==> src/sv/sprite_tile_expander_top_assert.svh <==
// Assertion macros for the sprite tile expander top level.
`ifndef SPRITE_TILE_EXPANDER_TOP_ASSERT_SVH
`define SPRITE_TILE_EXPANDER_TOP_ASSERT_SVH
`ifndef SYNTHESIS
`define STE_ASSERT_ALWAYS(lbl, expr, msg) \
    lbl: assert property (@(posedge i_clk) disable iff (!i_rst_n) (expr)) else $error(msg);
`define STE_ASSERT_NEXT(lbl, ante, cons, msg) \
    lbl: assert property (@(posedge i_clk) disable iff (!i_rst_n) (ante) |=> (cons)) \
        else $error(msg);
`else
`define STE_ASSERT_ALWAYS(lbl, expr, msg)
`define STE_ASSERT_NEXT(lbl, ante, cons, msg)
`endif
`endif

==> src/sv/ste_pkg.sv <==
// Shared types, constants and lookup functions of the sprite tile expander.
`timescale 1ns / 1ps
`default_nettype none
package ste_pkg;

    localparam logic [1:0] CFG_GLOBAL_FLIP = 2'd0;
    localparam logic [1:0] CFG_CROP_LEFT   = 2'd1;
    localparam logic [1:0] CFG_CROP_TOP    = 2'd2;
    localparam logic [1:0] CFG_TILE_MASK   = 2'd3;

    localparam logic [7:0]  ZOOM_MASK      = 8'hfc;
    localparam logic [7:0]  SIZE_MASK      = 8'he0;
    localparam logic [8:0]  ZOOM_ONE       = 9'h100;
    localparam logic [13:0] TILE_MASK_RST  = 14'h3fff;

    typedef struct packed {
        logic [12:0]        base;
        logic signed [11:0] ox;
        logic signed [11:0] oy;
        logic               fx;
        logic               fy;
        logic [8:0]         px;
        logic [8:0]         py;
        logic [1:0]         w_log;
        logic [1:0]         h_log;
        logic [4:0]         dw;
        logic [4:0]         dh;
        logic [7:0]         colour;
    } t_job;

    typedef struct packed {
        logic full;
        logic empty;
    } t_q_status;

    function automatic logic [5:0] col_off(input logic [2:0] idx);
        logic [5:0] v;
        unique case (idx)
            3'd0: v = 6'd0;
            3'd1: v = 6'd1;
            3'd2: v = 6'd4;
            3'd3: v = 6'd5;
            3'd4: v = 6'd16;
            3'd5: v = 6'd17;
            3'd6: v = 6'd20;
            3'd7: v = 6'd21;
        endcase
        return v;
    endfunction

    function automatic logic [5:0] row_off(input logic [2:0] idx);
        logic [5:0] v;
        unique case (idx)
            3'd0: v = 6'd0;
            3'd1: v = 6'd2;
            3'd2: v = 6'd8;
            3'd3: v = 6'd10;
            3'd4: v = 6'd32;
            3'd5: v = 6'd34;
            3'd6: v = 6'd40;
            3'd7: v = 6'd42;
        endcase
        return v;
    endfunction

    // log2 of grid width 1,2,1,2,4,2,4,8
    function automatic logic [1:0] grid_w_log(input logic [2:0] sel);
        logic [1:0] v;
        unique case (sel)
            3'd0, 3'd2:       v = 2'd0;
            3'd1, 3'd3, 3'd5: v = 2'd1;
            3'd4, 3'd6:       v = 2'd2;
            3'd7:             v = 2'd3;
        endcase
        return v;
    endfunction

    // log2 of grid height 1,1,2,2,2,4,4,8
    function automatic logic [1:0] grid_h_log(input logic [2:0] sel);
        logic [1:0] v;
        unique case (sel)
            3'd0, 3'd1:       v = 2'd0;
            3'd2, 3'd3, 3'd4: v = 2'd1;
            3'd5, 3'd6:       v = 2'd2;
            3'd7:             v = 2'd3;
        endcase
        return v;
    endfunction

endpackage
`default_nettype wire

==> src/sv/sprite_tile_expander_top.sv <==
// Top level of the sprite tile expander: config registers, front end, queue, sequencer.
//
//  channel  | handshake                  | payload
//  ---------+----------------------------+-------------------------------------
//  input    | i_valid / o_ready          | seven sprite attribute bytes
//  output   | o_valid / i_ready          | one tile: code, position, flips, size
//  config   | i_cfg_valid / o_cfg_ready  | i_cfg_index, i_cfg_data
//
// For each sprite the sequencer first loads the job from the queue, then gives
// one tile beat per cycle while the output is not stalled, w x h beats in all.
// An accepted input beat passes through the queue and the job register before o_valid rises.
// The two-entry job queue takes input beats while the sequencer works; o_ready drops
// only when it is full. A stalled output beat holds the sequencer in place.
// Reset is synchronous, active low; config registers reset to their defaults.
`timescale 1ns / 1ps
`default_nettype none
`include "sprite_tile_expander_top_assert.svh"
module sprite_tile_expander_top
    import ste_pkg::*;
(
    input  wire logic               i_clk,
    input  wire logic               i_rst_n,
    input  wire logic               i_valid,
    output logic                    o_ready,
    input  wire logic [7:0]         i_size_and_code_high,
    input  wire logic [7:0]         i_code_low,
    input  wire logic [7:0]         i_colour_byte,
    input  wire logic [7:0]         i_y_high_zoom_flip,
    input  wire logic [7:0]         i_y_low,
    input  wire logic [7:0]         i_x_high_zoom_flip,
    input  wire logic [7:0]         i_x_low,
    output logic                    o_valid,
    input  wire logic               i_ready,
    output logic [13:0]             o_tile_code,
    output logic signed [10:0]      o_tile_x,
    output logic signed [10:0]      o_tile_y,
    output logic                    o_mirror_x,
    output logic                    o_mirror_y,
    output logic [4:0]              o_drawn_width,
    output logic [4:0]              o_drawn_height,
    output logic [7:0]              o_tile_colour,
    output logic                    o_last_tile,
    input  wire logic               i_cfg_valid,
    output logic                    o_cfg_ready,
    input  wire logic [1:0]         i_cfg_index,
    input  wire logic [13:0]        i_cfg_data
);

    logic        r_global_flip;
    logic [8:0]  r_crop_left;
    logic [8:0]  r_crop_top;
    logic [13:0] r_tile_code_mask;

    logic        push;
    logic        pop;
    logic        job_valid;
    t_job        push_job;
    t_job        head_job;
    t_q_status   q_status;
    logic        size_ok;

    assign o_cfg_ready = 1'b1;

    always_ff @(posedge i_clk) begin
        if (!i_rst_n) begin
            r_global_flip    <= 1'b0;
            r_crop_left      <= 9'd0;
            r_crop_top       <= 9'd0;
            r_tile_code_mask <= TILE_MASK_RST;
        end else if (i_cfg_valid && o_cfg_ready) begin
            unique case (i_cfg_index)
                CFG_GLOBAL_FLIP: r_global_flip    <= i_cfg_data[0];
                CFG_CROP_LEFT:   r_crop_left      <= i_cfg_data[8:0];
                CFG_CROP_TOP:    r_crop_top       <= i_cfg_data[8:0];
                CFG_TILE_MASK:   r_tile_code_mask <= i_cfg_data;
            endcase
        end
    end

    ste_front u_front (
        .i_valid              (i_valid),
        .o_ready              (o_ready),
        .i_size_and_code_high (i_size_and_code_high),
        .i_code_low           (i_code_low),
        .i_colour_byte        (i_colour_byte),
        .i_y_high_zoom_flip   (i_y_high_zoom_flip),
        .i_y_low              (i_y_low),
        .i_x_high_zoom_flip   (i_x_high_zoom_flip),
        .i_x_low              (i_x_low),
        .i_global_flip        (r_global_flip),
        .i_q_full             (q_status.full),
        .o_push               (push),
        .o_job                (push_job)
    );

    ste_queue u_queue (
        .i_clk    (i_clk),
        .i_rst_n  (i_rst_n),
        .i_push   (push),
        .i_data   (push_job),
        .i_pop    (pop),
        .o_valid  (job_valid),
        .o_data   (head_job),
        .o_status (q_status)
    );

    ste_back u_back (
        .i_clk            (i_clk),
        .i_rst_n          (i_rst_n),
        .i_job_valid      (job_valid),
        .i_job            (head_job),
        .o_pop            (pop),
        .i_crop_left      (r_crop_left),
        .i_crop_top       (r_crop_top),
        .i_tile_code_mask (r_tile_code_mask),
        .o_valid          (o_valid),
        .i_ready          (i_ready),
        .o_tile_code      (o_tile_code),
        .o_tile_x         (o_tile_x),
        .o_tile_y         (o_tile_y),
        .o_mirror_x       (o_mirror_x),
        .o_mirror_y       (o_mirror_y),
        .o_drawn_width    (o_drawn_width),
        .o_drawn_height   (o_drawn_height),
        .o_tile_colour    (o_tile_colour),
        .o_last_tile      (o_last_tile)
    );

    assign size_ok = (o_drawn_width >= 5'd12) && (o_drawn_width <= 5'd16)
                     && (o_drawn_height >= 5'd12) && (o_drawn_height <= 5'd16);

    `STE_ASSERT_ALWAYS(a_q_state, !(q_status.full && q_status.empty), "queue full and empty")
    `STE_ASSERT_NEXT(a_beat_queued, i_valid && o_ready, !q_status.empty, "input beat lost")
    `STE_ASSERT_NEXT(a_size_range, 1'b1, !o_valid || size_ok, "tile size out of range")

endmodule
`default_nettype wire

==> src/sv/ste_front.sv <==
// Front end: accepts attribute beats and decodes them into tile jobs.
`timescale 1ns / 1ps
`default_nettype none
module ste_front
    import ste_pkg::*;
(
    input  wire logic       i_valid,
    output logic            o_ready,
    input  wire logic [7:0] i_size_and_code_high,
    input  wire logic [7:0] i_code_low,
    input  wire logic [7:0] i_colour_byte,
    input  wire logic [7:0] i_y_high_zoom_flip,
    input  wire logic [7:0] i_y_low,
    input  wire logic [7:0] i_x_high_zoom_flip,
    input  wire logic [7:0] i_x_low,
    input  wire logic       i_global_flip,
    input  wire logic       i_q_full,
    output logic            o_push,
    output t_job            o_job
);

    logic [2:0]         sel;
    logic [1:0]         wlog;
    logic [1:0]         hlog;
    logic [12:0]        clr;
    logic [5:0]         zx;
    logic [5:0]         zy;
    logic [8:0]         px;
    logic [8:0]         py;
    logic [11:0]        span_x;
    logic [11:0]        span_y;
    logic [9:0]         dw_raw;
    logic [9:0]         dh_raw;
    logic signed [11:0] ox0;
    logic signed [11:0] oy0;

    assign o_ready = !i_q_full;
    assign o_push  = i_valid && !i_q_full;

    always_comb begin
        sel  = 3'((i_size_and_code_high & SIZE_MASK) >> 5);
        wlog = grid_w_log(sel);
        hlog = grid_h_log(sel);
        clr  = '1;
        clr[0] = !(wlog >= 2'd1);
        clr[1] = !(hlog >= 2'd1);
        clr[2] = !(wlog >= 2'd2);
        clr[3] = !(hlog >= 2'd2);
        clr[4] = !(wlog == 2'd3);
        clr[5] = !(hlog == 2'd3);

        zx = 6'((i_x_high_zoom_flip & ZOOM_MASK) >> 2);
        zy = 6'((i_y_high_zoom_flip & ZOOM_MASK) >> 2);
        px = ZOOM_ONE - {3'b0, zx};
        py = ZOOM_ONE - {3'b0, zy};

        span_x = 12'({3'b0, px} << wlog) + 12'd8;
        span_y = 12'({3'b0, py} << hlog) + 12'd8;
        dw_raw = {1'b0, px} + 10'd8;
        dh_raw = {1'b0, py} + 10'd8;

        ox0 = $signed({3'b0, i_x_high_zoom_flip[0], i_x_low});
        oy0 = 12'sd256 - $signed({3'b0, i_y_high_zoom_flip[0], i_y_low});

        o_job.base   = {i_size_and_code_high[4:0], i_code_low} & clr;
        o_job.px     = px;
        o_job.py     = py;
        o_job.w_log  = wlog;
        o_job.h_log  = hlog;
        o_job.dw     = (dw_raw[8:4] == 5'd0) ? 5'd1 : dw_raw[8:4];
        o_job.dh     = (dh_raw[8:4] == 5'd0) ? 5'd1 : dh_raw[8:4];
        o_job.colour = i_colour_byte;
        if (i_global_flip) begin
            o_job.ox = 12'sd512 - $signed({4'b0, span_x[11:4]}) - ox0;
            o_job.oy = 12'sd256 - $signed({4'b0, span_y[11:4]}) - oy0;
            o_job.fx = !i_x_high_zoom_flip[1];
            o_job.fy = !i_y_high_zoom_flip[1];
        end else begin
            o_job.ox = ox0;
            o_job.oy = oy0;
            o_job.fx = i_x_high_zoom_flip[1];
            o_job.fy = i_y_high_zoom_flip[1];
        end
    end

endmodule
`default_nettype wire

==> src/sv/ste_queue.sv <==
// Two-entry job queue between front end and tile sequencer.
`timescale 1ns / 1ps
`default_nettype none
module ste_queue
    import ste_pkg::*;
(
    input  wire logic i_clk,
    input  wire logic i_rst_n,
    input  wire logic i_push,
    input  wire t_job i_data,
    input  wire logic i_pop,
    output logic      o_valid,
    output t_job      o_data,
    output t_q_status o_status
);

    t_job       r_mem [2];
    logic       r_wr_ptr;
    logic       r_rd_ptr;
    logic [1:0] r_count;

    assign o_status.full  = (r_count == 2'd2);
    assign o_status.empty = (r_count == 2'd0);
    assign o_valid        = !o_status.empty;
    assign o_data         = r_mem[r_rd_ptr];

    always_ff @(posedge i_clk) begin
        if (!i_rst_n) begin
            r_wr_ptr <= 1'b0;
            r_rd_ptr <= 1'b0;
            r_count  <= 2'd0;
        end else begin
            if (i_push) begin
                r_wr_ptr <= !r_wr_ptr;
            end
            if (i_pop) begin
                r_rd_ptr <= !r_rd_ptr;
            end
            if (i_push && !i_pop) begin
                r_count <= r_count + 2'd1;
            end else if (i_pop && !i_push) begin
                r_count <= r_count - 2'd1;
            end
        end
    end

    always_ff @(posedge i_clk) begin
        if (i_push) begin
            r_mem[r_wr_ptr] <= i_data;
        end
    end

endmodule
`default_nettype wire

==> src/sv/ste_back.sv <==
// Tile sequencer: walks the grid of one job and registers one tile per cycle unless stalled.
`timescale 1ns / 1ps
`default_nettype none
module ste_back
    import ste_pkg::*;
(
    input  wire logic               i_clk,
    input  wire logic               i_rst_n,
    input  wire logic               i_job_valid,
    input  wire t_job               i_job,
    output logic                    o_pop,
    input  wire logic [8:0]         i_crop_left,
    input  wire logic [8:0]         i_crop_top,
    input  wire logic [13:0]        i_tile_code_mask,
    output logic                    o_valid,
    input  wire logic               i_ready,
    output logic [13:0]             o_tile_code,
    output logic signed [10:0]      o_tile_x,
    output logic signed [10:0]      o_tile_y,
    output logic                    o_mirror_x,
    output logic                    o_mirror_y,
    output logic [4:0]              o_drawn_width,
    output logic [4:0]              o_drawn_height,
    output logic [7:0]              o_tile_colour,
    output logic                    o_last_tile
);

    t_job               r_job;
    logic               r_busy;
    logic [2:0]         r_col;
    logic [2:0]         r_row;
    logic [10:0]        r_acc_x;
    logic [10:0]        r_acc_y;
    logic               r_out_valid;

    logic [2:0]         wm1;
    logic [2:0]         hm1;
    logic [2:0]         cidx;
    logic [2:0]         ridx;
    logic               emit;
    logic               last;
    logic [13:0]        n_code;
    logic signed [11:0] n_sx;
    logic signed [11:0] n_sy;

    always_comb begin
        wm1  = 3'((4'd1 << r_job.w_log) - 4'd1);
        hm1  = 3'((4'd1 << r_job.h_log) - 4'd1);
        cidx = r_job.fx ? (wm1 - r_col) : r_col;
        ridx = r_job.fy ? (hm1 - r_row) : r_row;
        last = (r_col == wm1) && (r_row == hm1);
        emit = r_busy && (!r_out_valid || i_ready);
        n_code = ({1'b0, r_job.base} + {8'b0, col_off(cidx)} + {8'b0, row_off(ridx)})
                 & i_tile_code_mask;
        n_sx = r_job.ox + $signed({5'b0, r_acc_x[10:4]}) - $signed({3'b0, i_crop_left});
        n_sy = r_job.oy + $signed({5'b0, r_acc_y[10:4]}) - $signed({3'b0, i_crop_top});
    end

    assign o_pop   = !r_busy && i_job_valid;
    assign o_valid = r_out_valid;

    always_ff @(posedge i_clk) begin
        if (!i_rst_n) begin
            r_busy      <= 1'b0;
            r_out_valid <= 1'b0;
        end else begin
            if (o_pop) begin
                r_busy <= 1'b1;
            end else if (emit && last) begin
                r_busy <= 1'b0;
            end
            if (emit) begin
                r_out_valid <= 1'b1;
            end else if (i_ready) begin
                r_out_valid <= 1'b0;
            end
        end
    end

    always_ff @(posedge i_clk) begin
        if (o_pop) begin
            r_job   <= i_job;
            r_col   <= 3'd0;
            r_row   <= 3'd0;
            r_acc_x <= 11'd8;
            r_acc_y <= 11'd8;
        end else if (emit && !last) begin
            if (r_col == wm1) begin
                r_col   <= 3'd0;
                r_acc_x <= 11'd8;
                r_row   <= r_row + 3'd1;
                r_acc_y <= r_acc_y + {2'b0, r_job.py};
            end else begin
                r_col   <= r_col + 3'd1;
                r_acc_x <= r_acc_x + {2'b0, r_job.px};
            end
        end
    end

    always_ff @(posedge i_clk) begin
        if (emit) begin
            o_tile_code    <= n_code;
            o_tile_x       <= n_sx[10:0];
            o_tile_y       <= n_sy[10:0];
            o_mirror_x     <= r_job.fx;
            o_mirror_y     <= r_job.fy;
            o_drawn_width  <= r_job.dw;
            o_drawn_height <= r_job.dh;
            o_tile_colour  <= r_job.colour;
            o_last_tile    <= last;
        end
    end

endmodule
`default_nettype wire

==> config.mk <==
export PLATFORM = sky130hd
export DESIGN_NAME = sprite_tile_expander_top
export DESIGN_NICKNAME = d
export VERILOG_FILES = /design/src/sv/ste_pkg.sv /design/src/sv/sprite_tile_expander_top.sv /design/src/sv/ste_front.sv /design/src/sv/ste_queue.sv /design/src/sv/ste_back.sv
export VERILOG_INCLUDE_DIRS = /design/src /design/src/sv
export SDC_FILE = /design/constraint.sdc
export NUM_CORES = 1
export LEC_CHECK = 0
export ABC_AREA = 1
export BUFFER_PORTS_ARGS = -buffer_cell sky130_fd_sc_hd__buf_2
export CAP_MARGIN = 0
export CORE_ASPECT_RATIO = 0.75
export CORE_MARGIN = 8
export CORE_UTILIZATION = 30
export CTS_BUF_LIST = sky130_fd_sc_hd__clkbuf_4
export DETAILED_ROUTE_END_ITERATION = 10
export GPL_TIMING_DRIVEN = 0
export PLACE_DENSITY_LB_ADDON = 0.3
export SKIP_LAST_GASP = 1
export SYNTH_ARGS = -nofsm -noshare
export SYNTH_HDL_FRONTEND = slang
export SYNTH_SLANG_ARGS = --single-unit
==> constraint.sdc <==
create_clock -name i_clk -period 4.5 [get_ports i_clk]
set_input_delay 0.9 -clock i_clk [delete_from_list [all_inputs] [get_ports i_clk]]
set_output_delay 0.9 -clock i_clk [all_outputs]
set_load 0.05 [all_outputs]
==> results.ini, run 1 <==
[hold_path]
hp-class=primary input to register
hp-start=i_colour_byte[6]

[worst_setup_path]
criticalPathCategory=primary input to register
r2r_start=u_back.r_job[21]
critical_path.max_fanout=6
start_kind=primary input
crit_path_start=i_size_and_code_high[6]
endpoint_kind=register
cp.arrival_ns=4.65
critPathRequiredTime_ns=4.94
regToRegSetupSlack_ns=1.19

[route]
drc_errors=0
via_count=12900
vias_per_cell=4.46
dr.pass1.iters=5
post_drt_wl_per_cell_um=15.1
ant_nets=0
drt_first_iter_violations=793
routed_wirelength_um=43800

[cts]
htreeDepth=3
cts_root_buffer=clkbuf_4
cts_buffer_depth=3
clk_latency_ns=0.77
path_clk_slew_ns=0.06
cts_buffers=92
cts_tree=built
cts_hold_buffers=0
cts_sinks=355

[logic_synthesis]
synth_compound_area_share_pct=7.33
ys_warn_count=0
synth-simple-area-share_pct=18.3
synth_top_family_by_area=simple AND/OR/NAND/NOR gates
yosys_register_bits=355
synthAdderAreaFrac_pct=8.68
synthMuxAreaShare_pct=0.0571
syn_area_um2=17500
syn_inst=1802
synth_area_leader_cell=edfxtp_1
seq_area_frac_synth_pct=57.0
synthTopCellsByArea=edfxtp_1 (49%), nand2_1 (11%), dfxtp_1 (7.6%)
synth-xor-area-share_pct=2.30
synth_cell_type_count=51
synth_top_area_share_pct=49.3
avgSynthCellArea_um2=9.73

[power]
vdd_ir_drop_max_v=0.000375
intPower_mw=8.06
swShare_pct=40.9
p_leak_nw=8.95
finalPower_mw=13.6
power_frac_comb_pct=40.8
clkPwrFrac_pct=21.2
power_frac_seq_pct=38.1
pwr_density_cell_nw_per_um2=659
p_sw_mw=5.58

[sta]
period_share_pct=93.5
period_minus_slack_ns=4.21
setup_violations=0
worst_pin_slew_ns=0.942
clock_skew_ns=0.0403
fmax_ghz=0.238
hold_violations=0
slew_headroom_pct=37.1
finalMaxSlewViolations=0

[layout]
design_area_um2=20700
final_net_count=2228
layout-drive-gt1-share_pct=17.2
area_growth_syn_to_layout_pct=18.0
fillers=5901
multi_input_area_um2=6510
seqCellArea_um2=9990
finalNonFillerCells=2897

[floorplan]
dieHeight_um=225
rows=76
io_pins=137
die_w_um=295
start_util_pct=30.4
coreArea_um2=57600
die_area_um2=66500

[placement]
place_congestion=0.849
placed_cell_area_um2=19300
hpwl_um=33000
place.port_buffers=134
dp.cells=2723

[global_route]
antenna_found_initial=4
grt_usage_pct=13.1
grt_first_pass_wirelength_um=68900
grt_max_degree=87
first_global_vias=12900
grt_overflow=0

[outcome]
status=finished clean

[job]
maxCapViolCount=0

-- sequential cells by signal, indices dropped and copies added, names as in the netlist, 9 cells and up --
| register | count |
|---|---|
| u_back.o_tile_code | 14 |
| u_back.r_job | 77 |
| r_crop_left | 9 |
| r_tile_code_mask | 14 |
| u_back.o_tile_y | 11 |
| u_back.r_acc_y | 11 |
| r_crop_top | 9 |
| u_queue.r_mem | 154 |
| u_back.r_acc_x | 11 |
| u_back.o_tile_x | 11 |
-- repair_timing --
action	in CTS	in global routing
setup endpoints to repair	4	16
gates resized for setup	2	17
pin swaps	0	2
buffers inserted	0	5
-- layer usage --
metal  routed length [um]  GRT usage (%)
met5                   13              0
met4                  612           4.00
met3                 2610           2.91
met2                19400           20.5
met1                21200           18.0
-- metrics by stage --
step	hold slack, ns	utilization (%)	setup WS (ns)	setup TNS, ns
finish	0.317	35.9	0.292	0
global route	0.246	35.9	-0.00146	-0.00146
CTS	0.223	35.7	0.0908	0
detailed placement	0.405	33.6	-0.924	-13.16
global placement	0.402	33.3	-0.812	-105.06
floorplan	0.400	-	0.130	0
-- area by class of cell --
type | instances | area share (%)
Antenna cell | 4 | 0.0484
Buffer | 38 | 0.805
Clock buffer | 135 | 4.90
Clock inverter | 30 | 1.06
Inverter | 252 | 4.63
Multi-Input combinational cell | 1158 | 31.5
Sequential cell | 355 | 48.3
Tap cell | 780 | 4.72
Timing Repair Buffer | 145 | 4.05
-- cell usage after synthesis, drive strengths merged --
cell type	number
clkinv	2
a21oi	99
nand3b	5
or2	5
dfxtp	67
xnor2	16
o2111ai	5
a22o	1
nor4	2
o221ai	2
o311ai	1
mux2i	1
o22ai	9
o211ai	4
buf	5
nand2	514
o31ai	5
o21bai	3
nor3	17
xor2	30
nand4	8
o21ai	97
a211oi	2
nand3	97
and2	2
a31oi	7
conb	2
o41ai	1
clkbuf	33
inv	250
ha	88
nor3b	2
fa	21
edfxtp	288
nor2	111
-- power by group through the flow --
stage | logic, mW | registers, mW | clock network, mW
2_1_floorplan | 3.28 | 5.96 | 0
3_3_place_gp | 5.43 | 5.33 | 0
3_5_place_dp | 5.55 | 5.27 | 0
4_1_cts | 5.58 | 5.21 | 2.99
5_1_grt | 6.28 | 5.28 | 3.16
6_report | 5.56 | 5.20 | 2.89
-- worst paths after layout --
kind	end	cells after the start
setup / recovery	u_queue.r_mem[0][61]	27
hold / removal	u_queue.r_mem[1][6]	1
setup reg to reg	u_back.o_tile_code[11]	15
hold reg to reg	u_back.o_tile_colour[6]	0
-- worst max-delay path, stage by stage --
cell      delay, ns
buf_2          0.14
inv_1          0.07
ha_1           0.18
inv_1          0.05
nand2_1        0.14
nor2_2         0.16
inv_1          0.08
o21ai_1        0.13
inv_1          0.06
nand2_1        0.09
inv_1          0.05
ha_1           0.22
xor2_1         0.21
inv_1          0.07
ha_1           0.22
xnor2_1        0.17
inv_1          0.06
ha_1           0.34
a21oi_1        0.20
o21ai_0        0.12
a21oi_1        0.20
inv_1          0.06
a21oi_1        0.13
nor2_1         0.08
nor3_1         0.19
nand3b_1       0.15
o21ai_0        0.15
-- kinds of logic (layout without fill, tap and decap cells) --
group,after synthesis,count (layout)
flip-flops,355,355
buffers and inverters,290,600
AND/OR/NAND/NOR,763,763
other,2,7
XOR/XNOR,46,46
adder cells (fa/ha/maj),109,109
multiplexers,1,1
AO/OA/AOI/OAI,236,236
-- placed cells by master (no fill, tap or decap), types with 7 or more instances in the layout --
master and instances:
buf_4 7, fa_1 21, a31oi_1 7, o21ai_0 91, o22ai_1 8, ha_1 86, nand2_1 498, clkbuf_4 135
nor2_1 94, nand4_1 8, inv_2 9, nor3_1 16, inv_1 239, clkinv_1 18, nand2_2 15, buf_2 135
edfxtp_1 288, nand3_1 91, a21oi_1 97, clkbuf_1 32, nor2_2 12, xor2_1 30, dfxtp_1 67, xnor2_1 16
Power figures use the tool's default switching activity.
==> run 2, diff against run 1 <==
Settings changed: BUFFER_PORTS_ARGS -buffer_cell sky130_fd_sc_hd__buf_2 to default, DONT_BUFFER_PORTS from default to 1.
==> results.ini, run 2 (same netlist as run 1, synthesis figures left out) <==
[outcome]
status=finished clean

[placement]
place.port_buffers=0  ; -100%
hpwl_um=32800  ; -0.55%
place_congestion=0.852  ; +0.32%

[worst_setup_path]
cp_num_buf_inv=5  ; -4
critPathRequiredTime_ns=5.03  ; +0.09 ns
timing.critical_path.mode_cell=nand2_1
critPathTopFamily=compound AO/OA/AOI/OAI gates
start_kind=primary input
criticalPathCategory=primary input to register
cpMaxStageDelayCell=ha_1
critical-path-max-stage-delay_ns=0.36  ; +0.02 ns
endpoint_kind=register
critical_path.max_fanout=10  ; +4
cp.arrival_ns=4.64  ; about the same

[sta]
period_minus_slack_ns=4.11  ; -0.0935 ns
worst_pin_slew_ns=1.13  ; +0.192 ns
hold_violations=0  ; unchanged
fin_tns_setup_ns=0  ; unchanged
finalMaxSlewViolations=0  ; unchanged
rsz0062_at_grt=false
setup_violations=0  ; unchanged
slew_headroom_pct=24.2  ; -13 points
fmax_ghz=0.243  ; +2.3%
clock_skew_ns=0.0649  ; +0.0245 ns
period_share_pct=91.4  ; -2.1 points

[route]
vias_per_cell=4.49  ; +0.72%
routed_wirelength_um=43600  ; -0.64%
post_drt_wl_per_cell_um=15.8  ; +4.2%
drc_errors=0  ; unchanged
dr.pass1.iters=5  ; unchanged
drt_first_iter_violations=710  ; -10%
via_count=12400  ; -4.0%
routed.top_layer=met5
wl_met3_um=2890  ; +11%
ant_nets=0  ; unchanged
met2_length_um=19100  ; -1.6%
met1_length_um=20800  ; -1.5%

[layout]
area_growth_syn_to_layout_pct=13.7
fillers=5900  ; -0.017%
largest_register_ffs=154  ; unchanged
multi_input_area_um2=6470  ; -0.60%
seqCellArea_um2=9990  ; unchanged
regMostFlops=u_queue.r_mem
final_common_cell=nand2_1
layout-drive-gt1-share_pct=11.2  ; -6.0 points
reg_top3=u_queue.r_mem x154, u_back.r_job x77
layout_common_cells=nand2_1 (498), edfxtp_1 (288), inv_1 (239), clkbuf_4 (135), a21oi_1 (98)
final_net_count=2092  ; -6.1%

[floorplan]
start_util_pct=30.4  ; unchanged
coreArea_um2=57600  ; unchanged
dieHeight_um=225  ; unchanged
die_w_um=295  ; unchanged
rows=76  ; unchanged
die_area_um2=66500  ; unchanged
io_pins=137  ; unchanged

[cts]
path_clk_slew_ns=0.07  ; about the same
clk_latency_ns=0.78  ; about the same
htreeDepth=3  ; unchanged
cts_buffer_depth=3  ; unchanged
cts_tree=built
cts_sinks=355  ; unchanged
cts_buffers=94  ; +2.2%
cts_root_buffer=clkbuf_4

[power]
power_frac_seq_pct=45.1  ; +7.0 points
finalPower_mw=13.4  ; -1.6%
clkPwrFrac_pct=21.5  ; +0.3 points
power_frac_comb_pct=33.4  ; -7.4 points
swShare_pct=41.0  ; +0.15 points
vdd_ir_drop_max_v=0.000292  ; -22%
pwr_density_cell_nw_per_um2=673  ; +2.1%
intPower_mw=7.91  ; -1.9%
p_leak_nw=8.41  ; -6.0%
p_sw_mw=5.51  ; -1.3%

[global_route]
first_global_vias=12200  ; -5.2%
grt_overflow=0  ; unchanged
grt_max_degree=87  ; unchanged
grt_usage_pct=12.9  ; -0.16 points
grt_first_pass_wirelength_um=66900  ; -2.8%
antenna_found_initial=5  ; +1

[hold_path]
hp-class=primary input to register

[job]
maxCapViolCount=0  ; unchanged

-- run 2: cell types whose count changed in the layout (fill, tap and decap cells not counted), moves of 2 or more --
cell | before | now
buf_2 | 135 | 2
buf_4 | 7 | 3
clkinv_1 | 18 | 23
clkinvlp_4 | 3 | 1
diode_2 | 4 | 1
inv_2 | 9 | 11
nor2_1 | 94 | 97
nor2_2 | 12 | 9
-- run 2: through the flow --
stage               instance area [um2]  std cells  utilization [%]  setup WS (ns)  hold slack [ns]
finish                            19900       2762             34.6          0.386            0.239
global route                      19900       2762             34.6         0.0275            0.157
CTS                               19900       2759             34.5          0.288            0.138
detailed placement                18600       2588             32.3         -0.539            0.406
global placement                  18500       2583             32.1         -0.481            0.403
floorplan                         17500       1803                -          0.130            0.400
-- run 2: cell type report --
cell class / instances / area share [%]
multi-input cells: 1158 / 32.5
clock buffers: 135 / 5.08
repair buffers: 7 / 0.578
flip-flops and latches: 355 / 50.1
well taps: 780 / 4.90
inverters: 252 / 4.78
clock inverters: 36 / 1.21
diodes: 1 / 0.0126
plain buffers: 38 / 0.835
-- run 2: power groups by stage --
stage | Combinational (mW) | Sequential (mW) | Clock (mW)
floorplan | 3.28 | 5.96 | 0
global placement | 4.36 | 6.20 | 0
detailed placement | 4.49 | 6.13 | 0
CTS | 4.52 | 6.07 | 3.00
global route | 5.18 | 6.13 | 3.15
finish | 4.49 | 6.05 | 2.88
-- run 2: repair_timing --
item                                    4_1_cts  5_1_grt
buffers inserted                              0        2
endpoints found under the setup margin        0        8
resized for setup                             0        8
hold buffers                                  0        0
-- run 2: worst paths after layout --
kind	from	endpoint	slack [ns]	cells after the start
setup / recovery	i_size_and_code_high[5]	u_queue.r_mem[1][49]	0.39	27
hold / removal	i_colour_byte[6]	u_queue.r_mem[1][6]	0.24	0
setup reg to reg	u_back.r_job[21]	u_back.o_tile_code[11]	1.13	15
hold reg to reg	u_back.r_job[11]	u_back.o_drawn_height[3]	0.42	0
-- run 2: routing by layer --
layer  GRT usage (%)  vias to the layer above
li1                -                     6257
met1            17.5                     5767
met2            20.2                      314
met3            3.52                       61
met4            3.76                        8
met5               0                        -
